`src/design/rur_pkg.sv`:
```
// Shared types, constants and the divider step for the RGBA un-premultiply block.
// No dependencies; every other design file imports this package.
package rur_pkg;

    localparam int unsigned NumChan      = 3;
    localparam int unsigned ChanBits     = 8;
    localparam int unsigned RemBits      = 2 * ChanBits;
    localparam int unsigned DivStages    = 4;
    localparam int unsigned BitsPerStage = ChanBits / DivStages;

    localparam logic [ChanBits-1:0] ChanMax = 8'hff;
    localparam logic [ChanBits-1:0] AlphaZero = 8'h00;

    typedef logic [ChanBits-1:0] t_chan;
    typedef logic [RemBits-1:0]  t_rem;

    // Pixel in flight: alpha, raw colors, per-channel partial remainder and quotient.
    typedef struct packed {
        t_chan                    alpha;
        logic                     argb;
        logic [NumChan-1:0]       sat;
        t_chan [NumChan-1:0]      raw;
        t_rem  [NumChan-1:0]      rem;
        t_chan [NumChan-1:0]      quo;
    } t_div_item;

    // Resolve BitsPerStage quotient bits, starting at bit position hi.
    function automatic t_div_item div_step(t_div_item it, int unsigned hi);
        t_div_item        res;
        logic [RemBits:0] trial;
        t_rem             dsr;
        int unsigned      pos;
        res = it;
        for (int unsigned j = 0; j < BitsPerStage; j++) begin
            pos = hi - j;
            for (int unsigned ch = 0; ch < NumChan; ch++) begin
                dsr   = t_rem'({{(RemBits-ChanBits){1'b0}}, res.alpha} << pos);
                trial = {1'b0, res.rem[ch]} - {1'b0, dsr};
                if (!trial[RemBits]) begin
                    res.rem[ch]                      = trial[RemBits-1:0];
                    res.quo[ch][3'(pos)]             = 1'b1;
                end
            end
        end
        return res;
    endfunction

endpackage

```
`src/design/rgba_unpremultiply_reorder.sv`:
```
// Top level: un-premultiply one RGBA8 pixel per request and pack it as RGBA or ARGB.
// Throughput one request per cycle while the sink does not stall; six stages: capture,
// four divider stages (two quotient bits each), pack.
// Reset (i_rst_n low, synchronous) empties every stage and clears argb_order to 0.
// o_stall rises only while the pipeline is full and the sink holds i_stall.
// Depends on rur_pkg, rur_divider, rur_pack.
module rgba_unpremultiply_reorder (
    input  logic        i_clk,
    input  logic        i_rst_n,
    input  logic        i_cfg_we,
    input  logic        i_cfg_wdata,
    input  logic        i_valid,
    output logic        o_stall,
    input  logic [31:0] i_premul_pixel,
    output logic        o_valid,
    input  logic        i_stall,
    output logic [31:0] o_out_pixel
);
    import rur_pkg::*;

    logic      r_argb_order;
    logic      r_s0_vld;
    t_div_item r_s0_item;
    t_div_item n_s0_item;
    logic      w_s0_en;
    logic      w_div_stall;
    logic      w_div_vld;
    t_div_item w_div_item;
    logic      w_pack_stall;

    // Configuration register; write it only while the pipeline is idle (the block does not enforce this).
    always_ff @(posedge i_clk) begin
        if (!i_rst_n) begin
            r_argb_order <= 1'b0;
        end else if (i_cfg_we) begin
            r_argb_order <= i_cfg_wdata;
        end
    end

    // Capture stage: split the pixel, flag channels that saturate (color at or
    // above alpha gives a quotient of 255 or more) and form the dividend
    // c*255 + a/2, which then stays below 255*a for the rest.
    always_comb begin
        n_s0_item.alpha = i_premul_pixel[31:24];
        n_s0_item.argb  = r_argb_order;
        for (int unsigned ch = 0; ch < NumChan; ch++) begin
            n_s0_item.raw[ch] = i_premul_pixel[ch*ChanBits +: ChanBits];
            n_s0_item.sat[ch] = n_s0_item.raw[ch] >= n_s0_item.alpha;
            n_s0_item.rem[ch] = {n_s0_item.raw[ch], {ChanBits{1'b0}}}
                              - {{ChanBits{1'b0}}, n_s0_item.raw[ch]}
                              + {{(ChanBits+1){1'b0}}, n_s0_item.alpha[ChanBits-1:1]};
            n_s0_item.quo[ch] = '0;
        end
    end

    // Advance the capture stage when empty or when the divider takes its content.
    assign w_s0_en = !r_s0_vld || !w_div_stall;

    always_ff @(posedge i_clk) begin
        if (!i_rst_n) begin
            r_s0_vld <= 1'b0;
        end else if (w_s0_en) begin
            r_s0_vld <= i_valid;
        end
    end

    always_ff @(posedge i_clk) begin
        if (w_s0_en && i_valid) begin
            r_s0_item <= n_s0_item;
        end
    end

    assign o_stall = !w_s0_en;

    rur_divider u_divider (
        .i_clk   (i_clk),
        .i_rst_n (i_rst_n),
        .i_valid (r_s0_vld),
        .o_stall (w_div_stall),
        .i_item  (r_s0_item),
        .o_valid (w_div_vld),
        .i_stall (w_pack_stall),
        .o_item  (w_div_item)
    );

    rur_pack u_pack (
        .i_clk   (i_clk),
        .i_rst_n (i_rst_n),
        .i_valid (w_div_vld),
        .o_stall (w_pack_stall),
        .i_item  (w_div_item),
        .o_valid (o_valid),
        .i_stall (i_stall),
        .o_pixel (o_out_pixel)
    );

    // Zero alpha must clear the whole pixel.
    a_zero_alpha: assert property (@(posedge i_clk) disable iff (!i_rst_n)
        (o_valid && o_out_pixel[31:24] == AlphaZero) |-> (o_out_pixel == '0))
        else $error("zero-alpha pixel with nonzero color");

    // Back-pressure reaches the source only through a stalled sink.
    a_stall_cause: assert property (@(posedge i_clk) disable iff (!i_rst_n)
        o_stall |-> i_stall)
        else $error("upstream stalled while sink is not stalling");

    // Reset empties the pipeline.
    a_reset_empty: assert property (@(posedge i_clk)
        !i_rst_n |=> (!o_valid && !o_stall))
        else $error("pipeline not empty after reset");

endmodule

```
`src/design/rur_divider.sv`:
```
// Pipelined restoring divider, three channel lanes, BitsPerStage quotient bits a stage.
// Depends on rur_pkg.
module rur_divider (
    input  logic               i_clk,
    input  logic               i_rst_n,
    input  logic               i_valid,
    output logic               o_stall,
    input  rur_pkg::t_div_item i_item,
    output logic               o_valid,
    input  logic               i_stall,
    output rur_pkg::t_div_item o_item
);
    import rur_pkg::*;

    logic      r_vld  [DivStages];
    t_div_item r_item [DivStages];
    logic      w_hold [DivStages];

    for (genvar k = 0; k < DivStages; k++) begin : g_stage
        localparam int unsigned Hi = ChanBits - 1 - k * BitsPerStage;
        t_div_item w_src;
        logic      w_src_vld;

        if (k == DivStages - 1) begin : g_last
            assign w_hold[k] = r_vld[k] & i_stall;
        end else begin : g_mid
            assign w_hold[k] = r_vld[k] & w_hold[k+1];
        end

        if (k == 0) begin : g_first
            assign w_src     = i_item;
            assign w_src_vld = i_valid;
        end else begin : g_next
            assign w_src     = r_item[k-1];
            assign w_src_vld = r_vld[k-1];
        end

        // Advance when this stage is empty or its content moves on.
        always_ff @(posedge i_clk) begin
            if (!i_rst_n) begin
                r_vld[k] <= 1'b0;
            end else if (!w_hold[k]) begin
                r_vld[k] <= w_src_vld;
            end
        end

        always_ff @(posedge i_clk) begin
            if (!w_hold[k] && w_src_vld) begin
                r_item[k] <= div_step(w_src, Hi);
            end
        end
    end

    assign o_stall = w_hold[0];
    assign o_valid = r_vld[DivStages-1];
    assign o_item  = r_item[DivStages-1];

endmodule

```
`src/design/rur_pack.sv`:
```
// Output stage: selects zero, pass-through, saturated or divided channels and packs order.
// Depends on rur_pkg.
module rur_pack (
    input  logic               i_clk,
    input  logic               i_rst_n,
    input  logic               i_valid,
    output logic               o_stall,
    input  rur_pkg::t_div_item i_item,
    output logic               o_valid,
    input  logic               i_stall,
    output logic [31:0]        o_pixel
);
    import rur_pkg::*;

    logic        r_vld;
    logic [31:0] r_pixel;
    logic [31:0] n_pixel;
    logic        w_en;
    t_chan       w_ch [NumChan];

    always_comb begin
        for (int unsigned ch = 0; ch < NumChan; ch++) begin
            if (i_item.alpha == ChanMax) begin
                w_ch[ch] = i_item.raw[ch];
            end else if (i_item.sat[ch]) begin
                w_ch[ch] = ChanMax;
            end else begin
                w_ch[ch] = i_item.quo[ch];
            end
        end
        if (i_item.alpha == AlphaZero) begin
            n_pixel = '0;
        end else if (i_item.argb) begin
            n_pixel = {i_item.alpha, w_ch[0], w_ch[1], w_ch[2]};
        end else begin
            n_pixel = {i_item.alpha, w_ch[2], w_ch[1], w_ch[0]};
        end
    end

    assign w_en = !r_vld || !i_stall;

    always_ff @(posedge i_clk) begin
        if (!i_rst_n) begin
            r_vld <= 1'b0;
        end else if (w_en) begin
            r_vld <= i_valid;
        end
    end

    always_ff @(posedge i_clk) begin
        if (w_en && i_valid) begin
            r_pixel <= n_pixel;
        end
    end

    assign o_stall = !w_en;
    assign o_valid = r_vld;
    assign o_pixel = r_pixel;

endmodule

```
`config.mk`:
```
export PLATFORM = sky130hd
export DESIGN_NAME = rgba_unpremultiply_reorder
export DESIGN_NICKNAME = d
export VERILOG_FILES = /design/src/design/rur_pkg.sv /design/src/design/rgba_unpremultiply_reorder.sv /design/src/design/rur_divider.sv /design/src/design/rur_pack.sv
export SDC_FILE = /design/constraint.sdc
export NUM_CORES = 1
export LEC_CHECK = 0
export ABC_AREA = 1
export CAP_MARGIN = 20
export CORE_UTILIZATION = 45
export CTS_BUF_LIST = sky130_fd_sc_hd__clkbuf_8
export DETAILED_ROUTE_END_ITERATION = 10
export DONT_BUFFER_PORTS = 1
export GPL_ROUTABILITY_DRIVEN = 1
export PLACE_DENSITY = 0.59
export SYNTH_ARGS = -nofsm -noshare
export SYNTH_HDL_FRONTEND = slang
export SYNTH_HIERARCHICAL = 1
export SYNTH_SLANG_ARGS = --single-unit
```
`constraint.sdc`:
```
create_clock -name i_clk -period 6.9 [get_ports i_clk]
set_clock_uncertainty 0.05 [all_clocks]
set_input_delay 1.035 -clock i_clk [delete_from_list [all_inputs] [get_ports i_clk]]
set_output_delay 1.035 -clock i_clk [all_outputs]
set_load 0.02 [all_outputs]
```
==> flow_metrics.py, run 1 <==
metrics = {
    "global_route": {
        "grt_pass1_vias": 21200,
        "grt_usage": 0.201,
        "grt_start_max_net_pins": 61,
        "antenna_found_initial": 2,
        "grt_overflow": 0,
        "grt_pass1_wl_microns": 113000,
    },
    "placed_design": {
        "place_congestion": 0.869,
        "place_area_sq_mm": 0.0329,
        "place_hpwl_microns": 54800,
        "portBuffers": 0,
    },
    "sta": {
        "setup_violations": 0,
        "hold_slack_ns": 0.360,
        "slew_violations": 0,
        "rsz0062_at_grt": "false",
        "min_period_over_period": 0.687,
        "setup-tns-final_ns": 0,
        "finalWorstPathRequiredPeriod_ns": 4.74,
        "clock.fmax_ghz": 0.211,
        "hold_viol": 0,
        "tightestPinTransition_ns": 0.935,
        "maxSlewHeadroom": 0.375,
    },
    "clock_network": {
        "cts_setup_buffers": 0,
        "cts_hold_buffers": 0,
        "post_cts_resized": 0,
        "cts_buffers": 85,
        "worstSkewPairLatency_ns": 0.66,
        "clock_tree.buffer_depth": 3,
        "path_clk_slew_ns": 0.06,
        "cts_sinks": 507,
        "htree_levels": 3,
        "tritoncts": "yes",
        "clockRootBuffer": "clkbuf_8",
    },
    "floorplan": {
        "initial_core_util": 0.455,
        "die_area_sq_mm": 0.0718,
        "die_height_microns": 268,
        "row_count": 97,
        "die_w_microns": 268,
        "io_pins": 72,
        "fp.coreArea_sq_mm": 0.0700,
    },
    "routing": {
        "ant_nets": 0,
        "vias": 22300,
        "drt-total-wl_microns": 70600,
        "wire_per_inst_microns": 15.6,
        "drt-initial-drc-count": 1190,
        "vias_per_cell": 4.94,
        "drt_pass1_iterations": 7,
        "drc": 0,
    },
    "setup_path": {
        "crit_path_start_kind": "register",
        "worst_ep_required_time_ns": 7.24,
        "endpoint_kind": "register",
        "arrival_ns": 5.09,
        "crit_fanout": 16,
        "path_class": "reg -> reg",
    },
    "pwr": {
        "switchingPower_uw": 2780,
        "p_int_uw": 5870,
        "power_frac_clock": 0.290,
        "p_per_area_mw_per_mm2": 250,
        "comb_power_share": 0.274,
        "ir_drop_mv": 0.126,
        "p_sw_frac": 0.321,
        "leakagePower_uw": 0.0149,
        "seqPwrFrac": 0.437,
    },
    "logic_synthesis": {
        "yosysWarnings": 6,
        "synth.cell_area_sq_mm": 0.0318,
        "syn_inst": 3428,
        "syn_area_per_cell_sq_um": 9.29,
    },
    "run": {
        "drv_cap": 0,
    },
    "finish": {
        "area_growth_pct": 8.54,
        "fillers": 6585,
        "ff_latch_area_sq_mm": 0.0152,
        "finalInstanceArea_sq_mm": 0.0346,
        "drive_above_1_share": 0.104,
        "final_nets": 3805,
        "multi_input_area_sq_mm": 0.0148,
    },
    "run_status": {
        "status": "complete, no violations",
    },
    "min_path": {
        "hold_class": "reg -> reg",
    },
}
## power by group through the flow
stage / logic [uW] / clock network [uW] / registers [uW]
final: 2370 / 2500 / 3770
after global routing: 2710 / 2730 / 3790
after CTS: 2370 / 2600 / 3770
after detailed placement: 2360 / 0 / 3840
after global placement: 2340 / 0 / 3840
after floorplan: 1960 / 0 / 3800
## per-layer routing
layer  wire length (microns)  GRT usage
met5                      13          0
met4                    1360     0.0507
met3                    2690     0.0316
met2                   32800      0.336
met1                   33700      0.272
## through the flow
step	instances	total power (uW)	setup slack, ns	utilization
3_3_place_gp	4357	6170	1.93	0.470
3_5_place_dp	4357	6200	1.97	0.470
5_1_grt	4515	9230	1.65	0.493
6_report	4515	8640	2.16	0.493
4_1_cts	4512	8740	1.93	0.493
2_1_floorplan	3451	5750	0.368	-
## path summary, 6_finish.rpt
path                                 from                 endpoint  slack (ns)  cells past startpoint
hold reg to reg   u_divider/r_item[1][81]  u_divider/r_item[2][81]        0.36                      0
setup / recovery           r_s0_item[101]  u_divider/r_item[0][22]        2.16                     20
setup reg to reg           r_s0_item[101]  u_divider/r_item[0][22]        2.16                     20
hold / removal    u_divider/r_item[1][81]  u_divider/r_item[2][81]        0.36                      0
## cell usage in the layout (no fill, tap or decap), types with 24 or more instances in the layout
cell type and instances:
nand2_1 851, edfxtp_1 503, inv_1 442, ha_1 234, nand3_1 209, nor2_1 205
o21ai_0 164, a21oi_1 143, clkbuf_8 85, xor2_1 81, xnor2_1 57, nand4_1 54
nand2_2 47, or2_2 45, nor3_1 38, nand3_2 30, fa_1 27, o21ai_1 27
conb_1 24
## state kept, by name, indices dropped and copies added, names as in the netlist
name              flops
u_divider/r_vld       4
r_argb_order          1
u_pack/o_pixel       32
r_s0_vld              1
u_pack/o_valid        1
u_divider/r_item    384
r_s0_item            84
## worst max-delay path, stage by stage, from the launching register on
cell	delay, ns
edfxtp_1	0.57
inv_1	0.33
ha_1	0.37
nand2_1	0.04
o21ai_1	0.25
a21o_1	0.18
nand2_1	0.08
nand2_1	0.11
inv_1	0.17
nand2_1	0.09
o21ai_0	0.19
fa_1	0.48
nand3_1	0.10
nand3_1	0.10
a21oi_1	0.15
o21bai_1	0.10
a31oi_1	0.22
nand2_1	0.12
nor2_2	0.40
inv_1	0.10
or2_2	0.28
## area by class of cell
| cell class | count | share of cell area |
|---|---|---|
| Antenna cell | 1 | 0.0000724 |
| Inverter | 441 | 0.0481 |
| Timing Repair Buffer | 10 | 0.00239 |
| Clock inverter | 70 | 0.0129 |
| Clock buffer | 85 | 0.0339 |
| Tap cell | 940 | 0.0340 |
| Multi-Input combinational cell | 2461 | 0.429 |
| Sequential cell | 507 | 0.439 |
Note: power is estimated with default switching activity, not from simulation.
==> inputs of run 2 (changes only) <==
--- a/config.mk
+++ b/config.mk
@@ -12,7 +12,7 @@
 export DETAILED_ROUTE_END_ITERATION = 10
 export DONT_BUFFER_PORTS = 1
 export GPL_ROUTABILITY_DRIVEN = 1
-export PLACE_DENSITY = 0.59
+export PLACE_DENSITY = 0.57
 export SYNTH_ARGS = -nofsm -noshare
 export SYNTH_HDL_FRONTEND = slang
 export SYNTH_HIERARCHICAL = 1
==> constraint.sdc (replaced) <==
create_clock -name i_clk -period 4.6 [get_ports i_clk]
set_clock_uncertainty 0.05 [all_clocks]
set_input_delay 0.69 -clock i_clk [delete_from_list [all_inputs] [get_ports i_clk]]
set_output_delay 0.69 -clock i_clk [all_outputs]
set_load 0.02 [all_outputs]
==> run 2 against run 1 <==
  * Worst hold slack got worse by 0.29 ns
  * Global-route usage rose by 2.1 points
  * First-iteration DRC count fell by 3.1%
  * Via count rose by 3.3%
  * Wire length rose by 12%
  * Register-to-register slack got worse by 1.9 ns
  * Power rose by 56%
  * Die area did not move
  * Clock power rose by 66%
  * Largest power group unchanged
==> flow_metrics.py, run 2 (synthesized netlist as in run 1, its figures left out) <==
metrics = {
    "run_status": {
        "status": "complete, no violations",
    },
    "finish": {
        "finalInstanceArea_sq_mm": 0.0354,
        "final_nets": 3867,
        "largest_reg_flops": 384,
        "drive_above_1_share": 0.116,
        "max_flop_register": "u_divider/r_item",
        "fillers": 6470,
        "final_common_cell": "nand2_1",
        "final_cell_mix": "851 x nand2_1, 503 x edfxtp_1, 434 x inv_1",
        "area_growth_pct": 11.1,
    },
    "setup_path": {
        "crit_path_start_kind": "register",
        "path_class": "reg -> reg",
        "slowest_stage": "ha_2",
        "worstPathCellList": "clkinvlp_4 -> ha_2 -> nand2_2 -> nor2_2 -> nand4_4 -> nand2_4 -> inv_2 -> or2_2 -> o21ai_0 -> ha_1 -> nand2_1 -> o21ai_1 -> a21boi_1 -> nor2_1 -> o21ai_0 -> nand2_1 -> nor2_8 -> nand2_8 -> or2_1",
        "arrival_ns": 4.70,
        "endpoint_kind": "register",
        "crit_fanout": 17,
        "path_buf_inv": 2,
        "slowest_delay_ns": 0.46,
        "path_delay_family": "simple AND/OR/NAND/NOR gates",
        "worst_ep_required_time_ns": 4.94,
    },
    "sta": {
        "setup-tns-final_ns": 0,
        "min_period_over_period": 0.946,
        "tightestPinTransition_ns": 0.929,
        "maxSlewHeadroom": 0.380,
        "slew_violations": 0,
        "clock.fmax_ghz": 0.230,
        "rsz0062_at_grt": "true",
        "hold_slack_ns": 0.0716,
        "setup_violations": 0,
        "finalWorstPathRequiredPeriod_ns": 4.35,
        "hold_viol": 0,
    },
    "floorplan": {
        "io_pins": 72,
        "row_count": 97,
        "die_height_microns": 268,
        "fp.coreArea_sq_mm": 0.0700,
        "die_w_microns": 268,
        "initial_core_util": 0.455,
        "die_area_sq_mm": 0.0718,
    },
    "clock_network": {
        "clockRootBuffer": "clkbuf_8",
        "cts_sinks": 507,
        "path_clk_slew_ns": 0.06,
        "worstSkewPairLatency_ns": 0.67,
        "cts_buffers": 87,
        "htree_levels": 3,
        "tritoncts": "yes",
        "clock_tree.buffer_depth": 3,
    },
    "run": {
        "drv_cap": 0,
    },
    "global_route": {
        "grt_overflow": 0,
        "grt_usage": 0.222,
        "antenna_found_initial": 4,
        "grt_pass1_wl_microns": 123000,
        "grt_pass1_vias": 22400,
        "grt_start_max_net_pins": 83,
    },
    "pwr": {
        "p_per_area_mw_per_mm2": 382,
        "ir_drop_mv": 0.254,
        "leakagePower_uw": 0.0152,
    },
    "routing": {
        "ant_nets": 0,
        "drt-initial-drc-count": 1153,
        "drt-total-wl_microns": 78800,
        "wire_per_inst_microns": 17.2,
        "drt_pass1_iterations": 5,
        "drc": 0,
        "vias_per_cell": 5.03,
        "vias": 23000,
    },
    "placed_design": {
        "place_area_sq_mm": 0.0331,
        "portBuffers": 0,
        "place_hpwl_microns": 61300,
        "place_congestion": 0.928,
    },
    "min_path": {
        "hold_class": "in -> reg",
    },
}
[run 2: cell count changes in the layout (fill, tap and decap cells not counted), moves of 3 or more]
cell / before / now
buf_4: 9 / 38
dlygate4sd3_1: 0 / 27
clkinvlp_4: 3 / 11
inv_1: 442 / 434
o21ai_0: 164 / 158
bufinv_16: 3 / 8
o21ai_1: 27 / 32
buf_12: 0 / 4
clkbuf_8: 85 / 89
ha_1: 234 / 231
ha_2: 0 / 3
inv_6: 3 / 0
[run 2: area by class of cell]
type / count / area, sq um / share of cell area
antenna: 2 / 5.00 / 0.000142
clock buffer: 89 / 1220 / 0.0346
clock inverter: 72 / 571 / 0.0161
inverter: 441 / 1690 / 0.0477
multi-input combinational: 2461 / 14900 / 0.420
sequential: 507 / 15200 / 0.430
tap: 940 / 1180 / 0.0333
timing repair buffer: 70 / 651 / 0.0184
[run 2: per-layer routing]
metal  global-route usage  wire (microns)
met2                0.381           37700
met4               0.0859            2920
met3               0.0288            2760
met5                    0               0
met1                0.285           35500
[run 2: power breakdown]
| part | internal [uW] | switching [uW] | total, uW |
|---|---|---|---|
| Combinational | 1400 | 2300 | 3700 |
| Sequential | 5510 | 149 | 5660 |
| Clock | 2280 | 1860 | 4140 |
| Total | 9200 | 4310 | 13500 |
[run 2: final timing paths]
| path | end | start | cells past startpoint | slack, ns |
|---|---|---|---|---|
| worst max-delay path | u_divider/r_item[2][10] | u_divider/r_item[1][105] | 19 | 0.25 |
| worst min-delay path | r_s0_item[88] | i_premul_pixel[16] | 0 | 0.07 |
| worst max register to register | u_divider/r_item[2][10] | u_divider/r_item[1][105] | 19 | 0.25 |
| worst min register to register | u_divider/r_item[2][99] | u_divider/r_item[1][99] | 0 | 0.35 |
[run 2: timing repair]
action,CTS,global route
hold endpoints to repair,27,0
setup buffers,0,19
endpoints found under the setup margin,4,54
gates resized for setup,1,19
hold buffers,27,0
[run 2: metrics by stage]
step	worst slack [ns]	instances	util	power [uW]
detailed placement	-0.0343	4372	0.472	9380
floorplan	0.238	3451	-	8620
CTS	0.0556	4560	0.502	13600
global placement	0.0284	4372	0.472	9310
finish	0.247	4582	0.505	13500
global route	-0.0710	4581	0.505	14400
[run 2: worst reg2reg max path: cells and delay by family (launching register included)]
kind,cells,cell delay [ns]
fa+ha+maj,2,0.81
simple gates,11,1.83
compound gates,4,0.61
buf+inv,2,0.35
flops,1,0.44
==> inputs of run 3 (changes only) <==
--- a/config.mk
+++ b/config.mk
@@ -12,7 +12,7 @@
 export DETAILED_ROUTE_END_ITERATION = 10
 export DONT_BUFFER_PORTS = 1
 export GPL_ROUTABILITY_DRIVEN = 1
-export PLACE_DENSITY = 0.57
+export SKIP_CTS_REPAIR_TIMING = 1
 export SYNTH_ARGS = -nofsm -noshare
 export SYNTH_HDL_FRONTEND = slang
 export SYNTH_HIERARCHICAL = 1
==> run 3 against run 2 <==
  * Non-clock buffer count fell by 33
  * Die area did not move
  * Critical endpoint is now u_divider/r_item[1][4]
  * Combinational power fell by 2%
  * Largest power group unchanged
==> flow_metrics.py, run 3 (synthesized netlist as in run 1, its figures left out) <==
metrics = {
    "setup_path": {
        "slowest_delay_ns": 0.41,
        "endpoint_kind": "register",
        "worstPathCellList": "clkinvlp_4 -> buf_4 -> ha_1 -> inv_1 -> nor3_1 -> nand2_1 -> nand2_2 -> nand2_2 -> nand2_4 -> inv_2 -> nand2_1 -> nand2_1 -> ha_1 -> nand2_1 -> nand2_1 -> a31oi_1 -> o21ai_1 -> a21boi_1 -> nand3_2 -> nor2_2 -> nand3_4 -> or2_1",
        "worst_ep_required_time_ns": 4.95,
        "startpoint": "u_divider/r_item[0][104]",
        "path_buf_inv": 4,
        "path_common_cell": "nand2_1",
        "r2r-end": "u_divider/r_item[1][4]",
        "reg2reg_depth": 22,
        "path_delay_family": "simple AND/OR/NAND/NOR gates",
        "crit_path_start_kind": "register",
        "arrival_ns": 4.62,
        "cp-endpoint": "u_divider/r_item[1][4]",
        "r2r_slack_ns": 0.33,
        "crit_fanout": 15,
        "r2r-start": "u_divider/r_item[0][104]",
        "slowest_stage": "edfxtp_1",
        "cp.depth": 22,
        "path_class": "reg -> reg",
    },
    "finish": {
        "finalInstanceArea_sq_mm": 0.0350,
        "max_flop_register": "u_divider/r_item",
        "final_nets": 3833,
        "final_common_cell": "nand2_1",
        "fillers": 6591,
        "multi_input_area_sq_mm": 0.0148,
        "drive_above_1_share": 0.115,
        "area_growth_pct": 9.87,
        "final_cell_mix": "851 x nand2_1, 503 x edfxtp_1, 433 x inv_1",
        "ff_latch_area_sq_mm": 0.0152,
        "largest_reg_flops": 384,
    },
    "routing": {
        "wire_per_inst_microns": 15.9,
        "drt_pass1_iterations": 6,
        "drc": 0,
        "vias": 22400,
        "drt-total-wl_microns": 72000,
        "ant_nets": 0,
        "drt-initial-drc-count": 1385,
        "vias_per_cell": 4.93,
    },
    "run": {
        "drv_cap": 0,
    },
    "sta": {
        "finalWorstPathRequiredPeriod_ns": 4.27,
        "slew_violations": 0,
        "hold_slack_ns": 0.0737,
        "worst_slack_ns": 0.327,
        "clock.fmax_ghz": 0.234,
        "tightestPinTransition_ns": 0.957,
        "rsz0062_at_grt": "false",
        "min_period_over_period": 0.929,
        "maxSlewHeadroom": 0.361,
        "setup_violations": 0,
        "setup-tns-final_ns": 0,
        "hold_viol": 0,
    },
    "clock_network": {
        "htree_levels": 3,
        "cts_buffers": 85,
        "path_clk_slew_ns": 0.06,
        "clockRootBuffer": "clkbuf_8",
        "clock_tree.buffer_depth": 3,
        "worstSkewPairLatency_ns": 0.66,
        "tritoncts": "yes",
        "cts_sinks": 507,
    },
    "floorplan": {
        "fp.coreArea_sq_mm": 0.0700,
        "row_count": 97,
        "die_w_microns": 268,
        "io_pins": 72,
        "die_area_sq_mm": 0.0718,
        "die_height_microns": 268,
        "initial_core_util": 0.455,
    },
    "pwr": {
        "comb_power_share": 0.272,
        "seqPwrFrac": 0.425,
        "p_int_uw": 9160,
        "p_per_area_mw_per_mm2": 381,
        "power_frac_clock": 0.304,
        "p_sw_frac": 0.313,
        "ir_drop_mv": 0.192,
        "switchingPower_uw": 4170,
        "leakagePower_uw": 0.0151,
    },
    "placed_design": {
        "dpl_worst_slack_ns": 0.235,
        "place_congestion": 0.867,
        "portBuffers": 0,
        "place_area_sq_mm": 0.0331,
        "place_hpwl_microns": 55700,
    },
    "global_route": {
        "grt_start_max_net_pins": 99,
        "grt_overflow": 0,
        "antenna_found_initial": 2,
        "grt_pass1_wl_microns": 113000,
        "grt_usage": 0.204,
        "grt_pass1_vias": 20900,
    },
    "min_path": {
        "hold_class": "in -> reg",
    },
    "run_status": {
        "status": "complete, no violations",
    },
}
==> run 3: area by class of cell <==
cell class                      count  share of cell area
Antenna cell                        1           0.0000715
Inverter                          441              0.0482
Clock buffer                       89              0.0350
Sequential cell                   507               0.434
Tap cell                          940              0.0336
Clock inverter                     60              0.0145
Multi-Input combinational cell   2461               0.424
Timing Repair Buffer               37             0.00995
Timing Repair inverter              1            0.000143
==> run 3: power by group through the flow <==
stage / clock network [uW] / registers [uW] / logic (uW)
floorplan: 0 / 5690 / 2930
CTS: 4190 / 5660 / 3590
global placement: 0 / 5750 / 3540
global route: 4370 / 5680 / 4150
finish: 4050 / 5660 / 3620
detailed placement: 0 / 5750 / 3570
==> run 3: routing by layer <==
metal  part of all wire  track usage
met5                  0            0
met4              0.028       0.0653
met3              0.042       0.0277
met1               0.48        0.279
met2               0.45        0.333
==> run 3: per-stage QoR <==
step	utilization	total power, uW	cells
6_report	0.499	13300	4537
5_1_grt	0.499	14200	4537
4_1_cts	0.497	13400	4523
3_5_place_dp	0.472	9330	4374
3_3_place_gp	0.472	9290	4374
2_1_floorplan	-	8620	3451
==> run 3: worst min path at each step <==
stage / endpoint / cells after the start / from
global placement: u_divider/r_item[0][94] / 0 / r_s0_item[94]
global route: r_s0_item[78] / 0 / i_premul_pixel[6]
floorplan: u_divider/r_item[0][24] / 0 / r_s0_item[24]
CTS: r_s0_item[78] / 0 / i_premul_pixel[6]
finish: r_argb_order / 1 / i_cfg_we
detailed placement: u_divider/r_item[0][94] / 0 / r_s0_item[94]
